**src/design/smq_pkg.sv**
```systemverilog
package smq_pkg;

  localparam logic OPC_BYTE = 1'b0;
  localparam logic OPC_TICK = 1'b1;

  localparam logic KIND_ECHO  = 1'b0;
  localparam logic KIND_DIGIT = 1'b1;

  localparam logic [1:0] DIR_NONE  = 2'd0;
  localparam logic [1:0] DIR_LEFT  = 2'd1;
  localparam logic [1:0] DIR_RIGHT = 2'd2;

  localparam logic [7:0] CH_ALL_ON  = 8'h41;
  localparam logic [7:0] CH_ALL_OFF = 8'h53;
  localparam logic [7:0] CH_RESUME  = 8'h50;
  localparam logic [7:0] CH_PAUSE   = 8'h4f;
  localparam logic [7:0] CH_FASTER  = 8'h46;
  localparam logic [7:0] CH_SLOWER  = 8'h57;
  localparam logic [7:0] CH_LEFT    = 8'h4c;
  localparam logic [7:0] CH_RIGHT   = 8'h52;

  localparam logic [7:0] FILL_ON  = 8'hff;
  localparam logic [7:0] FILL_OFF = 8'h00;

  localparam logic [15:0] PERIOD_RESET = 16'd100;
  localparam logic [15:0] PERIOD_STEP  = 16'd10;
  localparam logic [15:0] PERIOD_MAX   = 16'd65530;

  localparam int INIT_LEN = 8;
  localparam logic [7:0] RING_INIT [INIT_LEN] = '{
    8'h67, 8'h06, 8'h5b, 8'h06, 8'h4e, 8'h3e, 8'h0f, 8'h4f
  };

  typedef enum logic [1:0] {
    OP_NONE,
    OP_FILL,
    OP_SCROLL
  } op_e;

  typedef struct packed {
    logic       has_echo;
    logic [7:0] echo_byte;
    op_e        op;
    logic [7:0] fill_byte;
    logic       dir_left;
  } cmd_t;

endpackage

```
**src/design/smq_front.sv**
```systemverilog
module smq_front import smq_pkg::*; (
  input  logic       clk_i,
  input  logic       rst_ni,
  input  logic       in_valid_i,
  output logic       in_stall_o,
  input  logic       in_opcode_i,
  input  logic [7:0] in_rx_byte_i,
  input  logic       q_full_i,
  output logic       push_o,
  output cmd_t       cmd_o
);

  logic        paused_q, paused_d;
  logic [1:0]  dir_q, dir_d;
  logic [15:0] period_q, period_d;
  logic [15:0] cd_q, cd_d;
  logic [15:0] cd_dec;
  logic [16:0] period_sum;
  logic        accept;

  assign in_stall_o = q_full_i;
  assign accept     = in_valid_i & ~q_full_i;
  assign period_sum = {1'b0, period_q} + {1'b0, PERIOD_STEP};

  always_comb begin
    paused_d = paused_q;
    dir_d    = dir_q;
    period_d = period_q;
    cd_d     = cd_q;
    cd_dec   = cd_q;
    push_o   = 1'b0;
    cmd_o    = '{has_echo: 1'b0, echo_byte: in_rx_byte_i, op: OP_NONE,
                 fill_byte: FILL_OFF, dir_left: 1'b0};
    if (accept) begin
      if (in_opcode_i == OPC_BYTE) begin
        push_o         = 1'b1;
        cmd_o.has_echo = 1'b1;
        unique case (in_rx_byte_i)
          CH_ALL_ON: begin
            paused_d        = 1'b1;
            cmd_o.op        = OP_FILL;
            cmd_o.fill_byte = FILL_ON;
          end
          CH_ALL_OFF: begin
            paused_d        = 1'b1;
            cmd_o.op        = OP_FILL;
            cmd_o.fill_byte = FILL_OFF;
          end
          CH_RESUME: paused_d = 1'b0;
          CH_PAUSE:  paused_d = 1'b1;
          CH_FASTER: begin
            if (period_q > PERIOD_STEP) begin
              period_d = period_q - PERIOD_STEP;
            end
          end
          CH_SLOWER: begin
            if (period_sum > {1'b0, PERIOD_MAX}) begin
              period_d = PERIOD_MAX;
            end else begin
              period_d = period_sum[15:0];
            end
          end
          CH_LEFT:  dir_d = DIR_LEFT;
          CH_RIGHT: dir_d = DIR_RIGHT;
          default: ;
        endcase
      end else if (!paused_q && (dir_q == DIR_LEFT || dir_q == DIR_RIGHT)) begin
        if (cd_q != '0) begin
          cd_dec = cd_q - 16'd1;
        end
        if (cd_dec == '0) begin
          push_o         = 1'b1;
          cmd_o.op       = OP_SCROLL;
          cmd_o.dir_left = (dir_q == DIR_LEFT);
          cd_d           = period_q;
        end else begin
          cd_d = cd_dec;
        end
      end
    end
  end

  always_ff @(posedge clk_i or negedge rst_ni) begin
    if (!rst_ni) begin
      paused_q <= 1'b0;
      dir_q    <= DIR_NONE;
      period_q <= PERIOD_RESET;
      cd_q     <= '0;
    end else begin
      paused_q <= paused_d;
      dir_q    <= dir_d;
      period_q <= period_d;
      cd_q     <= cd_d;
    end
  end

endmodule

```
**src/design/smq_queue.sv**
```systemverilog
module smq_queue import smq_pkg::*; (
  input  logic clk_i,
  input  logic rst_ni,
  input  logic push_i,
  input  cmd_t cmd_i,
  output logic full_o,
  input  logic pop_i,
  output logic empty_o,
  output cmd_t cmd_o
);

  localparam int Depth = 2;
  localparam int PtrW  = $clog2(Depth);

  cmd_t            mem_q [Depth];
  logic [PtrW-1:0] wr_q, rd_q;
  logic [PtrW:0]   cnt_q;

  assign full_o  = (cnt_q == (PtrW+1)'(Depth));
  assign empty_o = (cnt_q == '0);
  assign cmd_o   = mem_q[rd_q];

  always_ff @(posedge clk_i) begin
    if (push_i) begin
      mem_q[wr_q] <= cmd_i;
    end
  end

  always_ff @(posedge clk_i or negedge rst_ni) begin
    if (!rst_ni) begin
      wr_q  <= '0;
      rd_q  <= '0;
      cnt_q <= '0;
    end else begin
      if (push_i) begin
        wr_q <= wr_q + 1'b1;
      end
      if (pop_i) begin
        rd_q <= rd_q + 1'b1;
      end
      cnt_q <= cnt_q + (PtrW+1)'(push_i) - (PtrW+1)'(pop_i);
    end
  end

  a_no_overflow: assert property (@(posedge clk_i) disable iff (!rst_ni)
    push_i |-> !full_o)
    else $error("push into full queue");

  a_no_underflow: assert property (@(posedge clk_i) disable iff (!rst_ni)
    pop_i |-> !empty_o)
    else $error("pop from empty queue");

  a_count_bound: assert property (@(posedge clk_i) disable iff (!rst_ni)
    cnt_q <= (PtrW+1)'(Depth))
    else $error("queue count out of range");

endmodule

```
**src/design/smq_back.sv**
```systemverilog
module smq_back import smq_pkg::*; #(
  parameter int RING_DEPTH     = 16,
  parameter int VISIBLE_DIGITS = 8
) (
  input  logic       clk_i,
  input  logic       rst_ni,
  input  logic       q_empty_i,
  input  cmd_t       q_cmd_i,
  output logic       pop_o,
  output logic       out_valid_o,
  input  logic       out_stall_i,
  output logic       out_kind_o,
  output logic [3:0] out_digit_o,
  output logic [7:0] out_data_o,
  output logic       out_last_o
);

  localparam int IdxW  = (VISIBLE_DIGITS > 1) ? $clog2(VISIBLE_DIGITS) : 1;
  localparam int RingW = $clog2(RING_DEPTH);
  localparam logic [IdxW-1:0] LastIdx = IdxW'(VISIBLE_DIGITS - 1);

  logic [7:0]      ring_q [RING_DEPTH];
  logic [7:0]      rot_left [RING_DEPTH];
  logic [7:0]      rot_right [RING_DEPTH];
  logic            busy_q, busy_d;
  logic            echo_q, echo_d;
  cmd_t            cmd_q, cmd_d;
  logic [IdxW-1:0] idx_q, idx_d;
  logic            out_valid_q;
  logic            out_kind_q, out_last_q;
  logic [3:0]      out_digit_q;
  logic [7:0]      out_data_q;
  logic            adv, produce;
  logic            res_kind, res_last;
  logic [3:0]      res_digit;
  logic [7:0]      res_data;

  assign adv     = ~out_valid_q | ~out_stall_i;
  assign produce = adv & busy_q;
  assign pop_o   = ~busy_q & ~q_empty_i;

  always_comb begin
    for (int i = 0; i < RING_DEPTH - 1; i++) begin
      rot_left[i]      = ring_q[i+1];
      rot_right[i+1]   = ring_q[i];
    end
    rot_left[RING_DEPTH-1] = ring_q[0];
    rot_right[0]           = ring_q[RING_DEPTH-1];
  end

  always_comb begin
    if (echo_q) begin
      res_kind  = KIND_ECHO;
      res_digit = 4'd0;
      res_data  = cmd_q.echo_byte;
      res_last  = (cmd_q.op == OP_NONE);
    end else begin
      res_kind  = KIND_DIGIT;
      res_digit = 4'(VISIBLE_DIGITS) - 4'(idx_q);
      res_data  = (cmd_q.op == OP_FILL) ? cmd_q.fill_byte : ring_q[RingW'(idx_q)];
      res_last  = (idx_q == LastIdx);
    end
  end

  always_comb begin
    busy_d = busy_q;
    echo_d = echo_q;
    cmd_d  = cmd_q;
    idx_d  = idx_q;
    if (pop_o) begin
      busy_d = 1'b1;
      echo_d = q_cmd_i.has_echo;
      cmd_d  = q_cmd_i;
      idx_d  = '0;
    end else if (produce) begin
      if (echo_q) begin
        echo_d = 1'b0;
        if (cmd_q.op == OP_NONE) begin
          busy_d = 1'b0;
        end
      end else if (res_last) begin
        busy_d = 1'b0;
      end else begin
        idx_d = idx_q + IdxW'(1);
      end
    end
  end

  always_ff @(posedge clk_i or negedge rst_ni) begin
    if (!rst_ni) begin
      for (int i = 0; i < RING_DEPTH; i++) begin
        ring_q[i] <= (i < INIT_LEN) ? RING_INIT[i % INIT_LEN] : 8'h00;
      end
    end else if (pop_o && q_cmd_i.op == OP_SCROLL) begin
      for (int i = 0; i < RING_DEPTH; i++) begin
        ring_q[i] <= q_cmd_i.dir_left ? rot_left[i] : rot_right[i];
      end
    end
  end

  always_ff @(posedge clk_i or negedge rst_ni) begin
    if (!rst_ni) begin
      busy_q      <= 1'b0;
      echo_q      <= 1'b0;
      idx_q       <= '0;
      out_valid_q <= 1'b0;
    end else begin
      busy_q <= busy_d;
      echo_q <= echo_d;
      idx_q  <= idx_d;
      if (adv) begin
        out_valid_q <= produce;
      end
    end
  end

  always_ff @(posedge clk_i) begin
    cmd_q <= cmd_d;
    if (produce) begin
      out_kind_q  <= res_kind;
      out_digit_q <= res_digit;
      out_data_q  <= res_data;
      out_last_q  <= res_last;
    end
  end

  assign out_valid_o = out_valid_q;
  assign out_kind_o  = out_kind_q;
  assign out_digit_o = out_digit_q;
  assign out_data_o  = out_data_q;
  assign out_last_o  = out_last_q;

  a_pop_when_idle: assert property (@(posedge clk_i) disable iff (!rst_ni)
    pop_o |-> !busy_q)
    else $error("queue popped while sequencer busy");

  a_digits_need_op: assert property (@(posedge clk_i) disable iff (!rst_ni)
    (busy_q && !echo_q) |-> (cmd_q.op != OP_NONE))
    else $error("digit phase without digit operation");

  a_last_digit_one: assert property (@(posedge clk_i) disable iff (!rst_ni)
    (out_valid_o && out_kind_o == KIND_DIGIT && out_last_o) |-> (out_digit_o == 4'd1))
    else $error("final digit write not at digit one");

endmodule

```
**src/design/scrolling_digit_marquee_controller.sv**
```systemverilog
// Marquee controller for an eight-digit seven-segment display. Each input item
// is a received command byte (echoed, then decoded) or a one-millisecond tick.
// A command yields its echo plus, for the fill commands, VISIBLE_DIGITS digit
// writes; a tick that steps the scroll yields VISIBLE_DIGITS digit writes, and
// other ticks yield nothing. An item's results leave one per cycle, while the
// output is not stalled, through a single output register; the output sequencer
// loads an item from the queue and takes the next only after the item's last
// result. A two-entry command queue lets input keep flowing while earlier
// results drain.
module scrolling_digit_marquee_controller import smq_pkg::*; #(
  parameter int RING_DEPTH     = 16,
  parameter int VISIBLE_DIGITS = 8
) (
  input  logic       clk_i,
  input  logic       rst_ni,
  input  logic       in_valid_i,
  output logic       in_stall_o,
  input  logic       in_opcode_i,
  input  logic [7:0] in_rx_byte_i,
  output logic       out_valid_o,
  input  logic       out_stall_i,
  output logic       out_kind_o,
  output logic [3:0] out_digit_o,
  output logic [7:0] out_data_o,
  output logic       out_last_o
);

  logic push, q_full, pop, q_empty;
  cmd_t push_cmd, pop_cmd;

  smq_front u_front (
    .clk_i       (clk_i),
    .rst_ni      (rst_ni),
    .in_valid_i  (in_valid_i),
    .in_stall_o  (in_stall_o),
    .in_opcode_i (in_opcode_i),
    .in_rx_byte_i(in_rx_byte_i),
    .q_full_i    (q_full),
    .push_o      (push),
    .cmd_o       (push_cmd)
  );

  smq_queue u_queue (
    .clk_i  (clk_i),
    .rst_ni (rst_ni),
    .push_i (push),
    .cmd_i  (push_cmd),
    .full_o (q_full),
    .pop_i  (pop),
    .empty_o(q_empty),
    .cmd_o  (pop_cmd)
  );

  smq_back #(
    .RING_DEPTH    (RING_DEPTH),
    .VISIBLE_DIGITS(VISIBLE_DIGITS)
  ) u_back (
    .clk_i      (clk_i),
    .rst_ni     (rst_ni),
    .q_empty_i  (q_empty),
    .q_cmd_i    (pop_cmd),
    .pop_o      (pop),
    .out_valid_o(out_valid_o),
    .out_stall_i(out_stall_i),
    .out_kind_o (out_kind_o),
    .out_digit_o(out_digit_o),
    .out_data_o (out_data_o),
    .out_last_o (out_last_o)
  );

endmodule

```
**config.mk**
```make
export PLATFORM = sky130hd
export DESIGN_NAME = scrolling_digit_marquee_controller
export DESIGN_NICKNAME = d
export VERILOG_FILES = /design/src/design/smq_pkg.sv /design/src/design/smq_front.sv /design/src/design/smq_queue.sv /design/src/design/smq_back.sv /design/src/design/scrolling_digit_marquee_controller.sv
export SDC_FILE = /design/constraint.sdc
export NUM_CORES = 1
export LEC_CHECK = 0
export BUFFER_PORTS_ARGS = -buffer_cell sky130_fd_sc_hd__buf_2
export CAP_MARGIN = 20
export CORE_AREA = 2 2 170 172
export CTS_BUF_LIST = sky130_fd_sc_hd__clkbuf_16
export DETAILED_ROUTE_END_ITERATION = 16
export DIE_AREA = 0 0 172 174
export RECOVER_POWER = 50
export SETUP_SLACK_MARGIN = 0.3
export SYNTH_ARGS = -nofsm -noshare
export SYNTH_HDL_FRONTEND = slang
export SYNTH_SLANG_ARGS = --single-unit
```
**constraint.sdc**
```tcl
create_clock -name clk_i -period 3.8 [get_ports clk_i]
set_clock_uncertainty 0.15 [all_clocks]
set_input_delay 1.14 -clock clk_i [delete_from_list [all_inputs] [get_ports clk_i]]
set_output_delay 1.14 -clock clk_i [all_outputs]
set_load 0.02 [all_outputs]
```
# [Word level (Yosys, flattened, before mapping)]
# Memories as Yosys holds them, arrays and structs flattened.
# Index checks and enable logic that the tools add are counted.
[totals] regBits=205 ram_bits=40 in_bits=13 output_inout_bits=16 word_cells=157 memories=1
[mem_list] name="u_queue.mem_q" depth=2 word_bits=20 read_ports=1 rd_clocked_by_memory_dff=0 write_ports=1 line_no="smq_queue.sv:15" rtl="cmd_t mem_q [Depth];"
[op_classes] add_sub_neg=9 n_lt_le_gt_ge=3 n_eq_ne=18 n_mux=61 bitwise=11 reduce_logical=20
[op_table] cell="2-to-1 mux 8 bit" n=21
[op_table] cell="2-to-1 mux 16 bit" n=7
[op_table] cell="== test 8 x 7 -> 1 bit, second input constant" n=8
[op_table] cell="binary-select mux 8 bit (select 4 bit)" n=1
[op_table] cell="case mux 16 bit (2 select lines)" n=1
[op_table] cell="2-to-1 mux 1 bit" n=20
[op_table] cell="case mux 9 bit (2 select lines)" n=1
[op_table] cell="adder 16 x 4 -> 17 bit, second input constant" n=1
[op_table] cell="> comparator 17 x 16 -> 1 bit, second input constant" n=1
[op_table] cell="> comparator 16 x 4 -> 1 bit, second input constant" n=1
[op_table] cell="logical NOT 16 bit" n=1
[op_table] cell="nonzero test 16 bit" n=1
[op_table] cell="subtractor 16 x 1 -> 16 bit, second input constant" n=1
[op_table] cell="subtractor 16 x 4 -> 16 bit, second input constant" n=1
[op_table] cell="AND reduction 3 bit" n=5
[op_table] cell="2-to-1 mux 3 bit" n=4
[op_table] cell="2-to-1 mux 11 bit" n=1
[op_table] cell="nonzero test 2 bit" n=4
[op_table] cell="== test 2 bit, second input constant" n=3
[op_table] cell="2-to-1 mux 2 bit" n=3
[op_table] cell="!= test 2 x 1 -> 1 bit, second input constant" n=3
[op_table] cell="NOT 1 bit" n=6
[op_table] cell="greater-or-equal comparator 5 bit, second input constant" n=1
[op_table] cell="NOT 3 -> 5 bit" n=1
[op_table] cell="other kinds (19)" n=25

# [Logic depth before layout (Yosys ltp)]
[depth] ltp_word=13 ltp_mapped=12

# [Modules after synthesis]
# A second synthesis with hierarchy kept.
[hier_totals] cells_unflattened=1202 area_unflattened_um2=12736.0
[by_module_without_submodules] mod="smq_back" instances=1 cells_each=717 area_per_inst_um2=7895.1
[by_module_without_submodules] mod="smq_front" instances=1 cells_each=408 area_per_inst_um2=3124.2
[by_module_without_submodules] mod="smq_queue" instances=1 cells_each=77 area_per_inst_um2=1716.6

# [Worst setup path after synthesis]
# No wires, ideal clock.
[synth_path] path_kind="flip-flop to flip-flop" startpoint="register u_front.cd_q[2]" endpoint="memory u_queue.mem_q[1][0] (netlist bit) (enable)" setup_ps=384 arrival_time_ps=2815 t_required_ps=3266 path_slack_ps=451 path_stages_with_launch=9 path_buffers=1 path_cell_list="dfrtp_1 buf_6 or4_4 or3_1 a21oi_1 o311ai_1 nor4_4 a21oi_2 nor2b_1"
[synth_via] elab_chain_len=12
[synth_rtl] item="from (decl)" line_no="smq_front.sv:16" rtl="logic [15:0] cd_q, cd_d;"
[synth_rtl] item="from (signal assigned)" line_no="smq_front.sv:88" rtl="cd_q <= '0;"
[synth_rtl] item="from (signal assigned)" line_no="smq_front.sv:93" rtl="cd_q <= cd_d;"
[synth_rtl] item="subtractor 16 x 1 -> 16 bit / nonzero test 16 bit (equally long branches)" line_no="smq_front.sv:69, smq_front.sv:68"
[synth_rtl] item="2-to-1 mux 16 bit *" line_no="smq_front.sv:68" rtl="if (cd_q != '0) begin"
[synth_rtl] item="2-to-1 mux 16 bit *" line_no="smq_front.sv:67" rtl="end else if (!paused_q && (dir_q == DIR_LEFT || dir_q == DIR_RIGHT)) begin"
[synth_rtl] item="2-to-1 mux 16 bit *" line_no="smq_front.sv:35" rtl="if (in_opcode_i == OPC_BYTE) begin"
[synth_rtl] item="2-to-1 mux 16 bit *" line_no="smq_front.sv:34" rtl="if (accept) begin"
[synth_rtl] item="logical NOT 16 bit *" line_no="smq_front.sv:71" rtl="if (cd_dec == '0) begin"
[synth_rtl] item="2-to-1 mux 1 bit *" line_no="smq_front.sv:71"
[synth_rtl] item="2-to-1 mux 1 bit *" line_no="smq_front.sv:67"
[synth_rtl] item="2-to-1 mux 1 bit *" line_no="smq_front.sv:35"
[synth_rtl] item="2-to-1 mux 1 bit *" line_no="smq_front.sv:34"
[synth_rtl] item="2-to-1 mux 1 bit *" line_no="smq_queue.sv:24" rtl="if (push_i) begin"
[synth_rtl] item="2-to-1 mux 1 bit (not written as such) *" line_no="smq_queue.sv:25" rtl="mem_q[wr_q] <= cmd_i;"
[synth_rtl] item="to (decl)" line_no="smq_queue.sv:15"
# Mark *: on every way between the ends. The rest lies on a longest branch, timed or not. The select of a mux whose other input is x is not followed.

# [Worst setup path in the final report]
[layout_path] startpoint="register u_front.cd_q[2]" endpoint="memory u_queue.mem_q[1][10] (netlist bit) (enable)"
# The elaborated chain is that of the path after synthesis.

==> out/qor_table.md <==
| Metric | This run | Unit |
|---|---|---|
| Ratio of cells with drive above 1 in the final layout | 13.1 | % |
| Most instantiated flip-flop cell in the synthesis netlist | dfrtp_1 | - |
| Post-layout util | 46.0 | % |
| Global-route wire length before repair | 41600 | um |
| Endpoints failing hold | 0 | - |
| Final Max Tran Viols | 70 | - |
| Worst-path fanout max | 13 | - |
| Routed length on met2 | 12000 | um |
| Cell at the root of the clock tree | clkbuf_16 | - |
| N_diodes | 0 | - |
| Power per cell area | 800 | nW/um^2 |
| Number of placed cells counting well taps | 1482 | - |
| TritonCTS buffer count | 26 | - |
| Number of vias after detailed routing | 8288 | - |
| RSZ-0062 raised after global routing | false | - |
| DRC violations left | 0 | - |
| Instance count of the mapped netlist | 1134 | - |
| Initial DRC Count | 718 | - |
| Top routing layer in use | met4 | - |
| Die boundary width | 172 | um |
| Half-perimeter wire length after detailed placement | 16300 | um |
| CTS Sinks | 223 | - |
| IO Port Bufs | 28 | - |
| Number of core rows | 62 | - |
| Routed vias/inst | 5.41 | - |
| Setup TNS Final | 0 | ps |
| H-tree levels | 1 | - |
| IO Pins | 29 | - |
| Share of synthesized registers carrying an async set or reset | 77.1 | % |
| Most frequent standard cell in the layout excluding fill and tap cells | nor2_1 | - |
| Global-route usage over all layers | 16.8 | % |
| Clock-pin slew on the worst setup and hold paths | 60 | ps |
| Post-DR wirelength/cell | 16.2 | um |
| Critical setup path kind | register to register | - |
| Fin crit share | 84.5 | % |
| Fmax | 311 | MHz |
| Number of setup buffers added after CTS | 0 | - |
| Type of element capturing the critical path | register | - |
| Startpoint of the tightest hold check path | u_queue.wr_q$_DFFE_PN0N_ | - |
| Number of fill cells in the layout | 2716 | - |
| Dpl cell area | 12200 | sq um |
| Required @ worst endpoint | 3870 | ps |
| Distinct cell type count of the synthesized netlist | 71 | - |
| Worst setup path startpoint | u_front.cd_q[2]$_DFFE_PN0P_ | - |
| Total gr overflow | 0 | - |
| Violations in the final reports | capacitance limit, slew limit | - |
| HP Class | register to register | - |
| Mean post-synth cell area | 10.3 | sq um |
| Worst IR Drop VDD | 0.386 | mV |
| Standard cell core area | 28200 | sq um |
| Max-cap violations | 1 | - |
| Startpoint of the worst register-to-register path | u_front.cd_q[2]$_DFFE_PN0P_ | - |
| Full die area | 29900 | sq um |
| Final Net Count | 1151 | - |
| Detailed-router iteration count before antenna repair | 5 | - |
| Leading cell types in the layout, fill and taps excluded | nor2_1 (175), a21oi_1 (158), dfrtp_1 (137), mux2i_1 (132), edfxtp_1 (51) | - |
| Critical Path Start Type | register | - |
| Proportion of synthesized chip area in sequential cells | 50.5 | % |
| Number of antenna violations at the first check in global routing | 0 | - |
| Number of global-route vias before repair | 7995 | - |
| Total detailed-routing wirelength | 24800 | um |
| DIE HEIGHT | 174 | um |
| Effective utilization at floorplan | 41.2 | % |
| Worst relative slew slack | -16.0 | % |
| Syn Std Cell Area | 11600 | sq um |
| RD Place Congestion | 0.849 | - |
| Largest buffer count on any clock path | 3 | - |
| Final Non-Filler Cells | 1531 | - |
| # setup viols final | 0 | - |
| Data arrival time of the worst path | 3280 | ps |
| Seq cells post-synth | 223 | - |
| Number of warnings reported in the yosys synthesis log | 0 | - |
| Post-layout instance area | 13000 | sq um |
| Post-Synthesis Net Count | 1158 | - |
| Number of flops mapped to enable cells by yosys | 51 | - |
| Result of the run | finished, violations left | - |
| Post-route met1 wirelength | 11500 | um |
| Antenna-violating nets left | 0 | - |
| TritonCTS clock tree | done | - |
| Final period demand of the worst path | 3210 | ps |
| Clock network latency to the later pin of the worst-skew pair | 530 | ps |
| Layout area overhead | 11.6 | % |
| Leakage power summed over all cells | 5.36 | nW |
| Largest net degree at the start of global routing | 116 | - |
| Worst-margin pin slew | 1740 | ps |
| Wire length on met3 | 855 | um |
==> cell families (layout without fill, tap and decap cells) <==
kind of cell             after synthesis  after routing  synth area share, %
AND/OR/NAND/NOR                      353            353                 14.5
AO/OA/AOI/OAI                        267            267                 13.5
flip-flops                           223            223                 50.5
multiplexers                         160            160                 15.6
buffers and inverters                107            120                 3.67
XOR/XNOR                              13             13                0.978
adder cells (fa/ha/maj)               11             11                 1.18
==> power by group <==
part / leakage [nW] / switching (mW) / internal, mW
clock: 0.435 / 0.979 / 1.44
sequential: 2.43 / 0.907 / 3.58
combinational: 2.49 / 1.81 / 1.67
total: 5.36 / 3.70 / 6.69
==> state kept, by name (all words and copies together) (netlist names), 2 cells and up <==
register / flops
u_front.dir_q: 2
u_front.cd_q: 16
u_front.period_q: 15
u_queue.cnt_q: 2
u_back.out_digit_o: 4
u_back.cmd_q: 11
u_back.out_data_o: 8
u_queue.mem_q: 26
u_back.idx_q: 3
u_back.ring_q: 128
==> routing by layer <==
metal | track usage (%) | up-vias
li1 | - | 4106
met1 | 23.7 | 4021
met2 | 27.6 | 129
met3 | 2.41 | 32
met4 | 3.71 | 0
met5 | 0 | -
==> Yosys cell counts (3+ instances only) <==
library cell / number / area, sq um
a211oi_1: 8 / 60.1
a21o_1: 12 / 90.1
a21oi_1: 158 / 791
a311oi_1: 12 / 105
a31oi_1: 4 / 25.0
and2_1: 5 / 31.3
and3_1: 4 / 25.0
and4_1: 3 / 26.3
buf_1: 7 / 26.3
buf_2: 8 / 40.0
clkbuf_1: 71 / 267
dfrtp_1: 137 / 3430
dfstp_2: 35 / 920
edfxtp_1: 51 / 1530
ha_1: 11 / 138
inv_1: 18 / 67.6
mux2_2: 11 / 124
mux2i_1: 133 / 1330
mux4_2: 16 / 360
nand2_1: 45 / 169
nand2b_1: 8 / 50.1
nand3_1: 20 / 100
nand3b_1: 5 / 37.5
nand4_1: 11 / 68.8
nor2_1: 176 / 661
nor2b_1: 7 / 43.8
nor3_1: 22 / 110
nor3b_1: 3 / 22.5
nor4_1: 9 / 56.3
nor4b_1: 4 / 35.0
o211ai_1: 4 / 30.0
o21ai_0: 33 / 165
o31ai_1: 4 / 30.0
o41ai_1: 3 / 26.3
or2_2: 6 / 37.5
or3_1: 8 / 50.1
or4_1: 8 / 60.1
xnor2_1: 7 / 61.3
xor2_1: 6 / 52.6
==> worst max-delay path: stages, from the launching register on <==
cell	delay (ps)
dfrtp_1	480
or4_4	610
or3_1	340
a21oi_1	240
o311ai_1	220
nor4_4	360
a21oi_2	130
nor2b_1	140
buf_4	220
==> path summary, 6_finish.rpt <==
check,depth (start not counted),to,slack (ps)
min in group asynchronous,1,u_back.ring_q[31]$_DFFE_PN0P_,900
worst max register to register,8,u_queue.mem_q[1][10]$_DFFE_PP_,590
worst max-delay path,8,u_queue.mem_q[1][10]$_DFFE_PP_,590
worst min-delay path,1,u_queue.wr_q$_DFFE_PN0N_,340
max in group asynchronous,2,u_back.ring_q[4]$_DFFE_PN0P_,680
worst min register to register,1,u_queue.wr_q$_DFFE_PN0N_,340
==> cell type report <==
| type | instances | area, sq um | share of cell area (%) |
|---|---|---|---|
| timing repair buffer | 53 | 363 | 2.79 |
| clock buffer | 26 | 651 | 5.01 |
| multi-input combinational | 804 | 5360 | 41.3 |
| sequential | 223 | 5880 | 45.3 |
| clock inverter | 22 | 186 | 1.43 |
| tap | 384 | 480 | 3.70 |
| inverter | 19 | 71.3 | 0.549 |
==> stage by stage <==
step | hold WS, ps | power (mW) | worst slack, ps
global route | 350 | 11.2 | 189
floorplan | 311 | 7.07 | 451
detailed placement | 329 | 8.04 | 293
finish | 343 | 10.4 | 589
CTS | 344 | 10.5 | 494
global placement | 329 | 7.94 | 399
==> repair_timing <==
| item | CTS | global route |
|---|---|---|
| resized for setup | 0 | 2 |
| hold buffers | 0 | 0 |
| setup endpoints to repair | 0 | 26 |
(Power assumes the default switching activity.)
